==> config.mk <==
export PLATFORM = sky130hd
export DESIGN_NAME = pm_air_quality_index_unit_flat
export DESIGN_NICKNAME = d
export VERILOG_FILES = /design/src/sv/pmaqi_pkg.sv /design/src/sv/pmaqi_in_if.sv /design/src/sv/pmaqi_out_if.sv /design/src/sv/pmaqi_sub.sv /design/src/sv/pm_air_quality_index_unit.sv /design/src/flat_wrapper.sv
export SDC_FILE = /design/constraint.sdc
export NUM_CORES = 2
export LEC_CHECK = 0
export BUFFER_PORTS_ARGS = -buffer_cell sky130_fd_sc_hd__buf_2
export CAP_MARGIN = 20
export CORE_MARGIN = 10
export CORE_UTILIZATION = 50
export CTS_CLUSTER_SIZE = 20
export DETAILED_ROUTE_END_ITERATION = 10
export PLACE_DENSITY_LB_ADDON = 0.05
export SETUP_SLACK_MARGIN = 0.1
export SYNTH_ARGS = -nofsm -noshare
export SYNTH_HDL_FRONTEND = slang
export SYNTH_HIERARCHICAL = 1
export SYNTH_SLANG_ARGS = --single-unit
==> constraint.sdc <==
create_clock -name clk -period 6.9 [get_ports clk]
set_clock_uncertainty 0.15 [all_clocks]
set_input_delay 1.725 -clock clk [delete_from_list [all_inputs] [get_ports clk]]
set_output_delay 1.725 -clock clk [all_outputs]
set_load 0.02 [all_outputs]
==> src/sv/pmaqi_pkg.sv <==
`default_nettype none

package pmaqi_pkg;

	localparam int ROWS = 16;
	localparam int SEG_W = 4;
	localparam int STAGES = 6;
	localparam int IDX_MAX = 500;
	localparam int RCP_SHIFT = 31;
	localparam int TP_W = 19;
	localparam int RCP_W = 24;
	localparam int PROD_W = TP_W + RCP_W;
	localparam int Q_W = PROD_W - RCP_SHIFT;

	localparam int TAB_COARSE = 0;
	localparam int TAB_FINE = 1;

	// ilo: index at lower bound, di: index span, den3: three times the concentration span,
	// rcp: ceil(2^31 / (2 * concentration span))
	typedef struct packed {
		logic        used;
		logic [8:0]  ilo;
		logic [6:0]  di;
		logic [15:0] clo;
		logic [15:0] chi;
		logic [12:0] den3;
		logic [23:0] rcp;
	} seg_row_t;

	localparam seg_row_t SEG_TAB [2][ROWS] = '{
		'{
			0: '{1'b1, 9'd0,   7'd50, 16'd0,    16'd540,  13'd1620,
				24'((64'd2147483648 + 64'd1079) / 64'd1080)},
			1: '{1'b1, 9'd51,  7'd49, 16'd550,  16'd1540, 13'd2970,
				24'((64'd2147483648 + 64'd1979) / 64'd1980)},
			2: '{1'b1, 9'd101, 7'd49, 16'd1550, 16'd2540, 13'd2970,
				24'((64'd2147483648 + 64'd1979) / 64'd1980)},
			3: '{1'b1, 9'd151, 7'd49, 16'd2550, 16'd3540, 13'd2970,
				24'((64'd2147483648 + 64'd1979) / 64'd1980)},
			4: '{1'b1, 9'd201, 7'd99, 16'd3550, 16'd4240, 13'd2070,
				24'((64'd2147483648 + 64'd1379) / 64'd1380)},
			5: '{1'b1, 9'd301, 7'd99, 16'd4250, 16'd5040, 13'd2370,
				24'((64'd2147483648 + 64'd1579) / 64'd1580)},
			6: '{1'b1, 9'd401, 7'd99, 16'd5050, 16'd6040, 13'd2970,
				24'((64'd2147483648 + 64'd1979) / 64'd1980)},
			default: '0
		},
		'{
			0: '{1'b1, 9'd0,   7'd50, 16'd0,    16'd120,  13'd360,
				24'((64'd2147483648 + 64'd239) / 64'd240)},
			1: '{1'b1, 9'd51,  7'd49, 16'd121,  16'd354,  13'd699,
				24'((64'd2147483648 + 64'd465) / 64'd466)},
			2: '{1'b1, 9'd101, 7'd49, 16'd355,  16'd554,  13'd597,
				24'((64'd2147483648 + 64'd397) / 64'd398)},
			3: '{1'b1, 9'd151, 7'd49, 16'd555,  16'd1504, 13'd2847,
				24'((64'd2147483648 + 64'd1897) / 64'd1898)},
			4: '{1'b1, 9'd201, 7'd99, 16'd1505, 16'd2504, 13'd2997,
				24'((64'd2147483648 + 64'd1997) / 64'd1998)},
			5: '{1'b1, 9'd301, 7'd99, 16'd2505, 16'd3504, 13'd2997,
				24'((64'd2147483648 + 64'd1997) / 64'd1998)},
			6: '{1'b1, 9'd401, 7'd99, 16'd3505, 16'd5004, 13'd4497,
				24'((64'd2147483648 + 64'd2997) / 64'd2998)},
			default: '0
		}
	};

	typedef enum logic [2:0] {
		CAT_GOOD      = 3'd0,
		CAT_MODERATE  = 3'd1,
		CAT_SENSITIVE = 3'd2,
		CAT_UNHEALTHY = 3'd3,
		CAT_VERY      = 3'd4,
		CAT_HAZARDOUS = 3'd5,
		CAT_NONE      = 3'd6
	} cat_t;

	typedef struct packed {
		logic neg;
		logic zero;
		logic above;
	} flag_t;

	typedef struct packed {
		logic [STAGES-1:0] adv;
	} pipe_ctl_t;

endpackage

`default_nettype wire

==> src/sv/pmaqi_in_if.sv <==
`default_nettype none

interface pmaqi_in_if;
	logic               valid;
	logic               ready;
	logic signed [15:0] pm25_tenths;
	logic signed [15:0] pm10_tenths;

	modport source (output valid, output pm25_tenths, output pm10_tenths, input ready);
	modport sink (input valid, input pm25_tenths, input pm10_tenths, output ready);
endinterface

`default_nettype wire

==> src/sv/pmaqi_out_if.sv <==
`default_nettype none

interface pmaqi_out_if;
	logic              valid;
	logic              ready;
	logic signed [9:0] pm25_index;
	logic signed [9:0] pm10_index;
	logic signed [9:0] overall_index;
	logic [2:0]        category;
	logic              overall_valid;

	modport source (output valid, output pm25_index, output pm10_index, output overall_index,
		output category, output overall_valid, input ready);
	modport sink (input valid, input pm25_index, input pm10_index, input overall_index,
		input category, input overall_valid, output ready);
endinterface

`default_nettype wire

==> src/sv/pmaqi_sub.sv <==
`default_nettype none

module pmaqi_sub #(
	parameter int NUM_SEGMENTS = 7,
	parameter int TAB_SEL = 1
) (
	input  wire logic                 clk,
	input  wire pmaqi_pkg::pipe_ctl_t ctl,
	input  wire logic signed [15:0]   conc,
	output logic signed [9:0]         idx
);

	logic [pmaqi_pkg::SEG_W-1:0] hit_seg;
	logic                        found;
	pmaqi_pkg::flag_t            flag_in;

	pmaqi_pkg::flag_t            flag_s1, flag_s2, flag_s3, flag_s4;
	logic [pmaqi_pkg::SEG_W-1:0] seg_s1, seg_s2, seg_s3, seg_s4;
	logic signed [15:0]          conc_s1;
	logic signed [16:0]          d_s2;
	logic [pmaqi_pkg::TP_W-1:0]  tp_s3;
	logic [pmaqi_pkg::RCP_W-1:0] rcp_s3;
	logic [pmaqi_pkg::PROD_W-1:0] prod_s4;
	logic signed [9:0]           idx_s5;

	pmaqi_pkg::seg_row_t         row_s1, row_s2, row_s4;
	logic signed [16:0]          d;
	logic signed [25:0]          tp_full;
	logic [pmaqi_pkg::Q_W-1:0]   q;
	logic signed [13:0]          v;
	logic signed [9:0]           idx_next;

	always_comb begin
		hit_seg = '0;
		found = 1'b0;
		for (int r = pmaqi_pkg::ROWS - 1; r >= 0; r--) begin
			if (pmaqi_pkg::SEG_TAB[TAB_SEL][r].used && r < NUM_SEGMENTS &&
				conc <= $signed(pmaqi_pkg::SEG_TAB[TAB_SEL][r].chi)) begin
				hit_seg = pmaqi_pkg::SEG_W'(r);
				found = 1'b1;
			end
		end
		flag_in.neg = conc[15];
		flag_in.zero = conc <= $signed(pmaqi_pkg::SEG_TAB[TAB_SEL][0].clo);
		flag_in.above = !found;
	end

	assign row_s1 = pmaqi_pkg::SEG_TAB[TAB_SEL][seg_s1];
	assign row_s2 = pmaqi_pkg::SEG_TAB[TAB_SEL][seg_s2];
	assign row_s4 = pmaqi_pkg::SEG_TAB[TAB_SEL][seg_s4];

	assign d = {conc_s1[15], conc_s1} - $signed({1'b0, row_s1.clo});
	assign tp_full = d_s2 * $signed({1'b0, row_s2.di, 1'b0}) + $signed({13'b0, row_s2.den3});
	assign q = prod_s4[pmaqi_pkg::PROD_W-1:pmaqi_pkg::RCP_SHIFT];
	assign v = $signed(14'(row_s4.ilo) + 14'(q) - 14'd1);

	always_comb begin
		priority if (flag_s4.neg) begin
			idx_next = '1;
		end else if (flag_s4.zero) begin
			idx_next = '0;
		end else if (flag_s4.above) begin
			idx_next = 10'(pmaqi_pkg::IDX_MAX);
		end else if (v < 0) begin
			idx_next = '0;
		end else if (v > 14'(pmaqi_pkg::IDX_MAX)) begin
			idx_next = 10'(pmaqi_pkg::IDX_MAX);
		end else begin
			idx_next = v[9:0];
		end
	end

	always_ff @(posedge clk) begin
		if (ctl.adv[0]) begin
			flag_s1 <= flag_in;
			seg_s1 <= hit_seg;
			conc_s1 <= conc;
		end
		if (ctl.adv[1]) begin
			flag_s2 <= flag_s1;
			seg_s2 <= seg_s1;
			d_s2 <= d;
		end
		if (ctl.adv[2]) begin
			flag_s3 <= flag_s2;
			seg_s3 <= seg_s2;
			tp_s3 <= tp_full[pmaqi_pkg::TP_W-1:0];
			rcp_s3 <= row_s2.rcp;
		end
		if (ctl.adv[3]) begin
			flag_s4 <= flag_s3;
			seg_s4 <= seg_s3;
			prod_s4 <= pmaqi_pkg::PROD_W'(tp_s3) * pmaqi_pkg::PROD_W'(rcp_s3);
		end
		if (ctl.adv[4]) begin
			idx_s5 <= idx_next;
		end
	end

	assign idx = idx_s5;

endmodule

`default_nettype wire

==> src/sv/pm_air_quality_index_unit.sv <==
// Throughput: one beat per cycle while the output is not stalled; six register
// stages, the table search in the first and the reciprocal multiply in the fourth.
// A stalled output holds every stage that is full; empty stages still fill.
// Reset (arst_n low) clears all stage valid bits; data registers are not reset.
`default_nettype none

module pm_air_quality_index_unit #(
	parameter int NUM_SEGMENTS = 7
) (
	input wire logic         clk,
	input wire logic         arst_n,
	pmaqi_in_if.sink         sample,
	pmaqi_out_if.source      result
);

	localparam int NS = pmaqi_pkg::STAGES;

	logic [NS-1:0]        vld_q;
	logic [NS-1:0]        rdy;
	pmaqi_pkg::pipe_ctl_t ctl;

	logic signed [9:0]    i25, i10, overall;
	pmaqi_pkg::cat_t      cat;

	logic signed [9:0]    p25_s6, p10_s6, ov_s6;
	pmaqi_pkg::cat_t      cat_s6;
	logic                 ovv_s6;

	always_comb begin
		rdy[NS-1] = !vld_q[NS-1] || result.ready;
		for (int k = NS - 2; k >= 0; k--) begin
			rdy[k] = !vld_q[k] || rdy[k+1];
		end
		ctl.adv[0] = sample.valid && rdy[0];
		for (int k = 1; k < NS; k++) begin
			ctl.adv[k] = vld_q[k-1] && rdy[k];
		end
	end

	always_ff @(posedge clk or negedge arst_n) begin
		if (!arst_n) begin
			vld_q <= '0;
		end else begin
			if (rdy[0]) begin
				vld_q[0] <= sample.valid;
			end
			for (int k = 1; k < NS; k++) begin
				if (rdy[k]) begin
					vld_q[k] <= vld_q[k-1];
				end
			end
		end
	end

	pmaqi_sub #(
		.NUM_SEGMENTS (NUM_SEGMENTS),
		.TAB_SEL      (pmaqi_pkg::TAB_FINE)
	) u_fine (
		.clk  (clk),
		.ctl  (ctl),
		.conc (sample.pm25_tenths),
		.idx  (i25)
	);

	pmaqi_sub #(
		.NUM_SEGMENTS (NUM_SEGMENTS),
		.TAB_SEL      (pmaqi_pkg::TAB_COARSE)
	) u_coarse (
		.clk  (clk),
		.ctl  (ctl),
		.conc (sample.pm10_tenths),
		.idx  (i10)
	);

	assign overall = (i25 > i10) ? i25 : i10;

	always_comb begin
		priority if (overall < 0) begin
			cat = pmaqi_pkg::CAT_NONE;
		end else if (overall <= 10'sd50) begin
			cat = pmaqi_pkg::CAT_GOOD;
		end else if (overall <= 10'sd100) begin
			cat = pmaqi_pkg::CAT_MODERATE;
		end else if (overall <= 10'sd150) begin
			cat = pmaqi_pkg::CAT_SENSITIVE;
		end else if (overall <= 10'sd200) begin
			cat = pmaqi_pkg::CAT_UNHEALTHY;
		end else if (overall <= 10'sd300) begin
			cat = pmaqi_pkg::CAT_VERY;
		end else begin
			cat = pmaqi_pkg::CAT_HAZARDOUS;
		end
	end

	always_ff @(posedge clk) begin
		if (ctl.adv[NS-1]) begin
			p25_s6 <= i25;
			p10_s6 <= i10;
			ov_s6 <= overall;
			cat_s6 <= cat;
			ovv_s6 <= !overall[9];
		end
	end

	assign sample.ready = rdy[0];
	assign result.valid = vld_q[NS-1];
	assign result.pm25_index = p25_s6;
	assign result.pm10_index = p10_s6;
	assign result.overall_index = ov_s6;
	assign result.category = cat_s6;
	assign result.overall_valid = ovv_s6;

	a_fill: assert property (@(posedge clk) disable iff (!arst_n)
		(sample.valid && sample.ready) |=> vld_q[0])
		else $error("accepted beat did not enter the first stage");

	a_cat_valid: assert property (@(posedge clk) disable iff (!arst_n)
		result.valid |-> (result.overall_valid == (result.category != pmaqi_pkg::CAT_NONE)))
		else $error("category disagrees with overall_valid");

	a_max: assert property (@(posedge clk) disable iff (!arst_n)
		(result.valid && result.overall_valid) |->
		(result.overall_index >= result.pm25_index && result.overall_index >= result.pm10_index))
		else $error("overall index below a sub-index");

	a_none: assert property (@(posedge clk) disable iff (!arst_n)
		(result.valid && !result.overall_valid) |->
		(result.pm25_index == -10'sd1 && result.pm10_index == -10'sd1 &&
		result.overall_index == -10'sd1))
		else $error("no-reading beat carries an index");

endmodule

`default_nettype wire
==> src/flat_wrapper.sv <==
// flat-port wrapper written by rule: the top's interface ports become plain ports
module pm_air_quality_index_unit_flat 
#(
	parameter int NUM_SEGMENTS = 7
)
  (clk, arst_n, sample_valid, sample_pm25_tenths, sample_pm10_tenths, sample_ready, result_valid, result_pm25_index, result_pm10_index, result_overall_index, result_category, result_overall_valid, result_ready);
  pmaqi_in_if sample_i ();
  pmaqi_out_if result_i ();
  input wire logic clk;
  input wire logic arst_n;
  input wire logic [$bits(sample_i.valid)-1:0] sample_valid;
  input wire logic [$bits(sample_i.pm25_tenths)-1:0] sample_pm25_tenths;
  input wire logic [$bits(sample_i.pm10_tenths)-1:0] sample_pm10_tenths;
  output wire logic [$bits(sample_i.ready)-1:0] sample_ready;
  output wire logic [$bits(result_i.valid)-1:0] result_valid;
  output wire logic [$bits(result_i.pm25_index)-1:0] result_pm25_index;
  output wire logic [$bits(result_i.pm10_index)-1:0] result_pm10_index;
  output wire logic [$bits(result_i.overall_index)-1:0] result_overall_index;
  output wire logic [$bits(result_i.category)-1:0] result_category;
  output wire logic [$bits(result_i.overall_valid)-1:0] result_overall_valid;
  input wire logic [$bits(result_i.ready)-1:0] result_ready;
  assign sample_i.valid = sample_valid;
  assign sample_i.pm25_tenths = sample_pm25_tenths;
  assign sample_i.pm10_tenths = sample_pm10_tenths;
  assign sample_ready = sample_i.ready;
  assign result_valid = result_i.valid;
  assign result_pm25_index = result_i.pm25_index;
  assign result_pm10_index = result_i.pm10_index;
  assign result_overall_index = result_i.overall_index;
  assign result_category = result_i.category;
  assign result_overall_valid = result_i.overall_valid;
  assign result_i.ready = result_ready;
  pm_air_quality_index_unit #(.NUM_SEGMENTS(NUM_SEGMENTS)) u_core (.clk(clk), .arst_n(arst_n), .sample(sample_i), .result(result_i));
endmodule
==> out/results.txt <==
Fin cells - 5,919
Die area - 98,800 sq um
Worst-Margin Slew - 1060 ps
Starting density of the core - 0.506
Clock buffer depth - 3
Final Setup Violations - 0
TritonCTS buffer count - 35
Post-synthesis register bit count - 260
Synth top area share - 0.328
Cell variety after synth - 89
Clock transition at path regs - 70 ps
CP Max Fanout - 9
TritonCTS clock tree - built
Num rows - 107
GPL Wtd Cong - 0.920
GR Layer Usage met1 - 0.308
CTS root buf - clkbuf_16
Max Slew Vio Count - 0
Cells after Synth - 4,446
Initial antenna violation count - 1
CP arrival - 7020 ps
Core Area - 85,500 sq um
Max cap viols - 0
# clock sinks - 260
Port bufs - 71
Routed WL - 105,000 microns
Tcrit/Tclk final - 0.992
Die Y - 314 microns
Syn Nets - 5,711
Core Util, Final - 0.571
Tmin final - 6850 ps
Top-count cell post-synth - inv_1
Drt initial violations - 1,553
Required time worst endpoint - 7070 ps
Synth top area cells - fa_1, edfxtp_1, ha_1, inv_1, and2_1
Fill count - 7,617
Sequential share of the synthesized area - 0.180
Drt via density - 5.04
Count of flip-flops with a built-in enable after synthesis - 254
H-tree Lvls - 2
Layout cells sized above 1 - 0.115
Largest net degree at the start of global routing - 49
Worst Hold Depth - 0
Routing usage on met3 - 0.0488
Crit Path Category - flip-flop to flip-flop
Post-DRT Antenna Nets - 0
Fin nets - 6,012
Vias - 29,800
Ys async rst share - 0.0231
DP Wirelength - 89,700 microns
Worst min path class - flip-flop to flip-flop
Syn_area_per_cell - 9.74 sq um
Area growth syn-to-layout - 12.7%
Synth Warn # - 6
Total GRT Usage - 0.222
Placed Cells - 5,786
Worst Setup End Kind - flip-flop
I/O pin count - 72
Grt ovf - 0
Achievable Freq - 0.146 GHz
Vias in the first global route - 31,900
Post-CTS Hold Fix Bufs - 0
Routed WL per cell - 17.8 microns
Top Usage Layer GRT - met2
Max-slew headroom - 0.292
Post-synth top cells - inv_1, fa_1, ha_1
Post-synth top flop - edfxtp_1
Skew-Pair Late Insertion Delay - 570 ps
Cell area after synthesis - 43,300 sq um
Final Hold Vio Count - 0
DRC viols - 0
Grt met2 use - 0.355
Status - complete, no violations
Largest area contributor in the netlist - fa_1
First-pass GRT wire length - 174,000 microns
Crit path launch type - flip-flop
RSZ-0062 raised after global routing - true
Die width - 314 microns
First-pass DRT Iterations - 5
FF-to-FF path depth - 22
## cell type report
class / instances / area [sq um] / share of cell area
inverters: 1167 / 4380 / 0.0897
repair buffers: 370 / 2910 / 0.0596
multi-input cells: 2913 / 31100 / 0.637
well taps: 1144 / 1430 / 0.0293
clock inverters: 23 / 309 / 0.00633
clock buffers: 40 / 915 / 0.0187
diodes: 2 / 5.00 / 0.000102
flip-flops and latches: 260 / 7780 / 0.159
## logic make-up (layout without fill, tap and decap cells)
group,Yosys count,count (layout),share of synthesized area
buffers and inverters,1273,1600,0.111
muxes,34,34,0.00820
other,0,2,0
DFF,260,260,0.180
AOI/OAI and AO/OA,433,433,0.0692
and+or+nand+nor,1091,1091,0.129
xor gates and xnor gates,126,126,0.0255
adders and majority gates,1229,1229,0.478
## registers in the layout, summed over array words and instances, names as in the netlist, 6 cells and up
| signal | cells |
|---|---|
| u_core/result.overall_index | 10 |
| u_core/result.pm10_index | 10 |
| u_core/result.pm25_index | 10 |
| u_core/u_coarse/conc_s1 | 15 |
| u_core/u_coarse/d_s2 | 17 |
| u_core/u_coarse/idx | 10 |
| u_core/u_coarse/prod_s4 | 12 |
| u_core/u_coarse/rcp_s3 | 10 |
| u_core/u_coarse/tp_s3 | 18 |
| u_core/u_fine/conc_s1 | 15 |
| u_core/u_fine/d_s2 | 17 |
| u_core/u_fine/idx | 10 |
| u_core/u_fine/prod_s4 | 12 |
| u_core/u_fine/rcp_s3 | 17 |
| u_core/u_fine/tp_s3 | 19 |
| u_core/vld_q | 6 |
## worst paths after layout
kind                            slack (ps)                         end                        from
worst min-delay path                   270  u_core/u_coarse/flag_s3[0]  u_core/u_coarse/flag_s2[0]
worst max register to register          50   u_core/u_fine/prod_s4[42]      u_core/u_fine/tp_s3[0]
max in group asynchronous             5530             u_core/vld_q[4]                      arst_n
worst max-delay path                    50   u_core/u_fine/prod_s4[42]      u_core/u_fine/tp_s3[0]
worst min register to register         270  u_core/u_coarse/flag_s3[0]  u_core/u_coarse/flag_s2[0]
min in group asynchronous              860             u_core/vld_q[3]                      arst_n
## critical path, cell delays in order (launching register included)
cell	delay, ps
edfxtp_1	410
buf_12	170
buf_4	150
and2_1	150
fa_1	540
inv_1	50
fa_1	520
fa_1	460
fa_1	500
inv_1	60
fa_1	490
fa_1	450
ha_4	310
nand4_1	290
or2_1	350
or4_4	540
a31oi_4	180
buf_6	130
or4b_4	140
a311o_1	190
a21o_1	160
a21oi_2	70
xnor2_1	120
## timing repair
item / in CTS / in global routing
gates resized for setup: 11 / 77
pin swaps: 3 / 60
setup buffers: 17 / 50
setup endpoints to repair: 5 / 15
cloned: 0 / 1
## metal layers
metal	wire length [microns]	part of all wire
met5	0	0
met4	2420	0.023
met3	7070	0.067
met2	47300	0.45
met1	48500	0.46
## layout by cell type (no fill, tap or decap), drive strengths merged, types with 16 or more instances in the layout
master / count
xor2: 32
mux2i: 25
nand3: 34
buf: 369
xnor2: 94
nand4: 20
a21o: 51
and3: 19
edfxtp: 254
ha: 520
nor2: 125
o21ai: 75
nor2b: 43
a21oi: 113
and2: 355
nor3: 52
a31oi: 16
nand2b: 28
clkbuf: 41
inv: 1173
nand2: 362
fa: 709
o21a: 28
## stage by stage
stage	setup WS, ps	hold WS (ps)	area (sq um)	TNS, ps
final	51.9	265	48800	0
after global routing	-117	277	48800	-117
after global placement	-41.8	254	46600	-41.8
after detailed placement	-60.7	259	46600	-60.7
after CTS	90.3	268	48100	0
after floorplan	302	250	43300	0
Power is not shown: default switching activity piles up to over one toggle a cycle in this logic, so the estimate is an artifact.
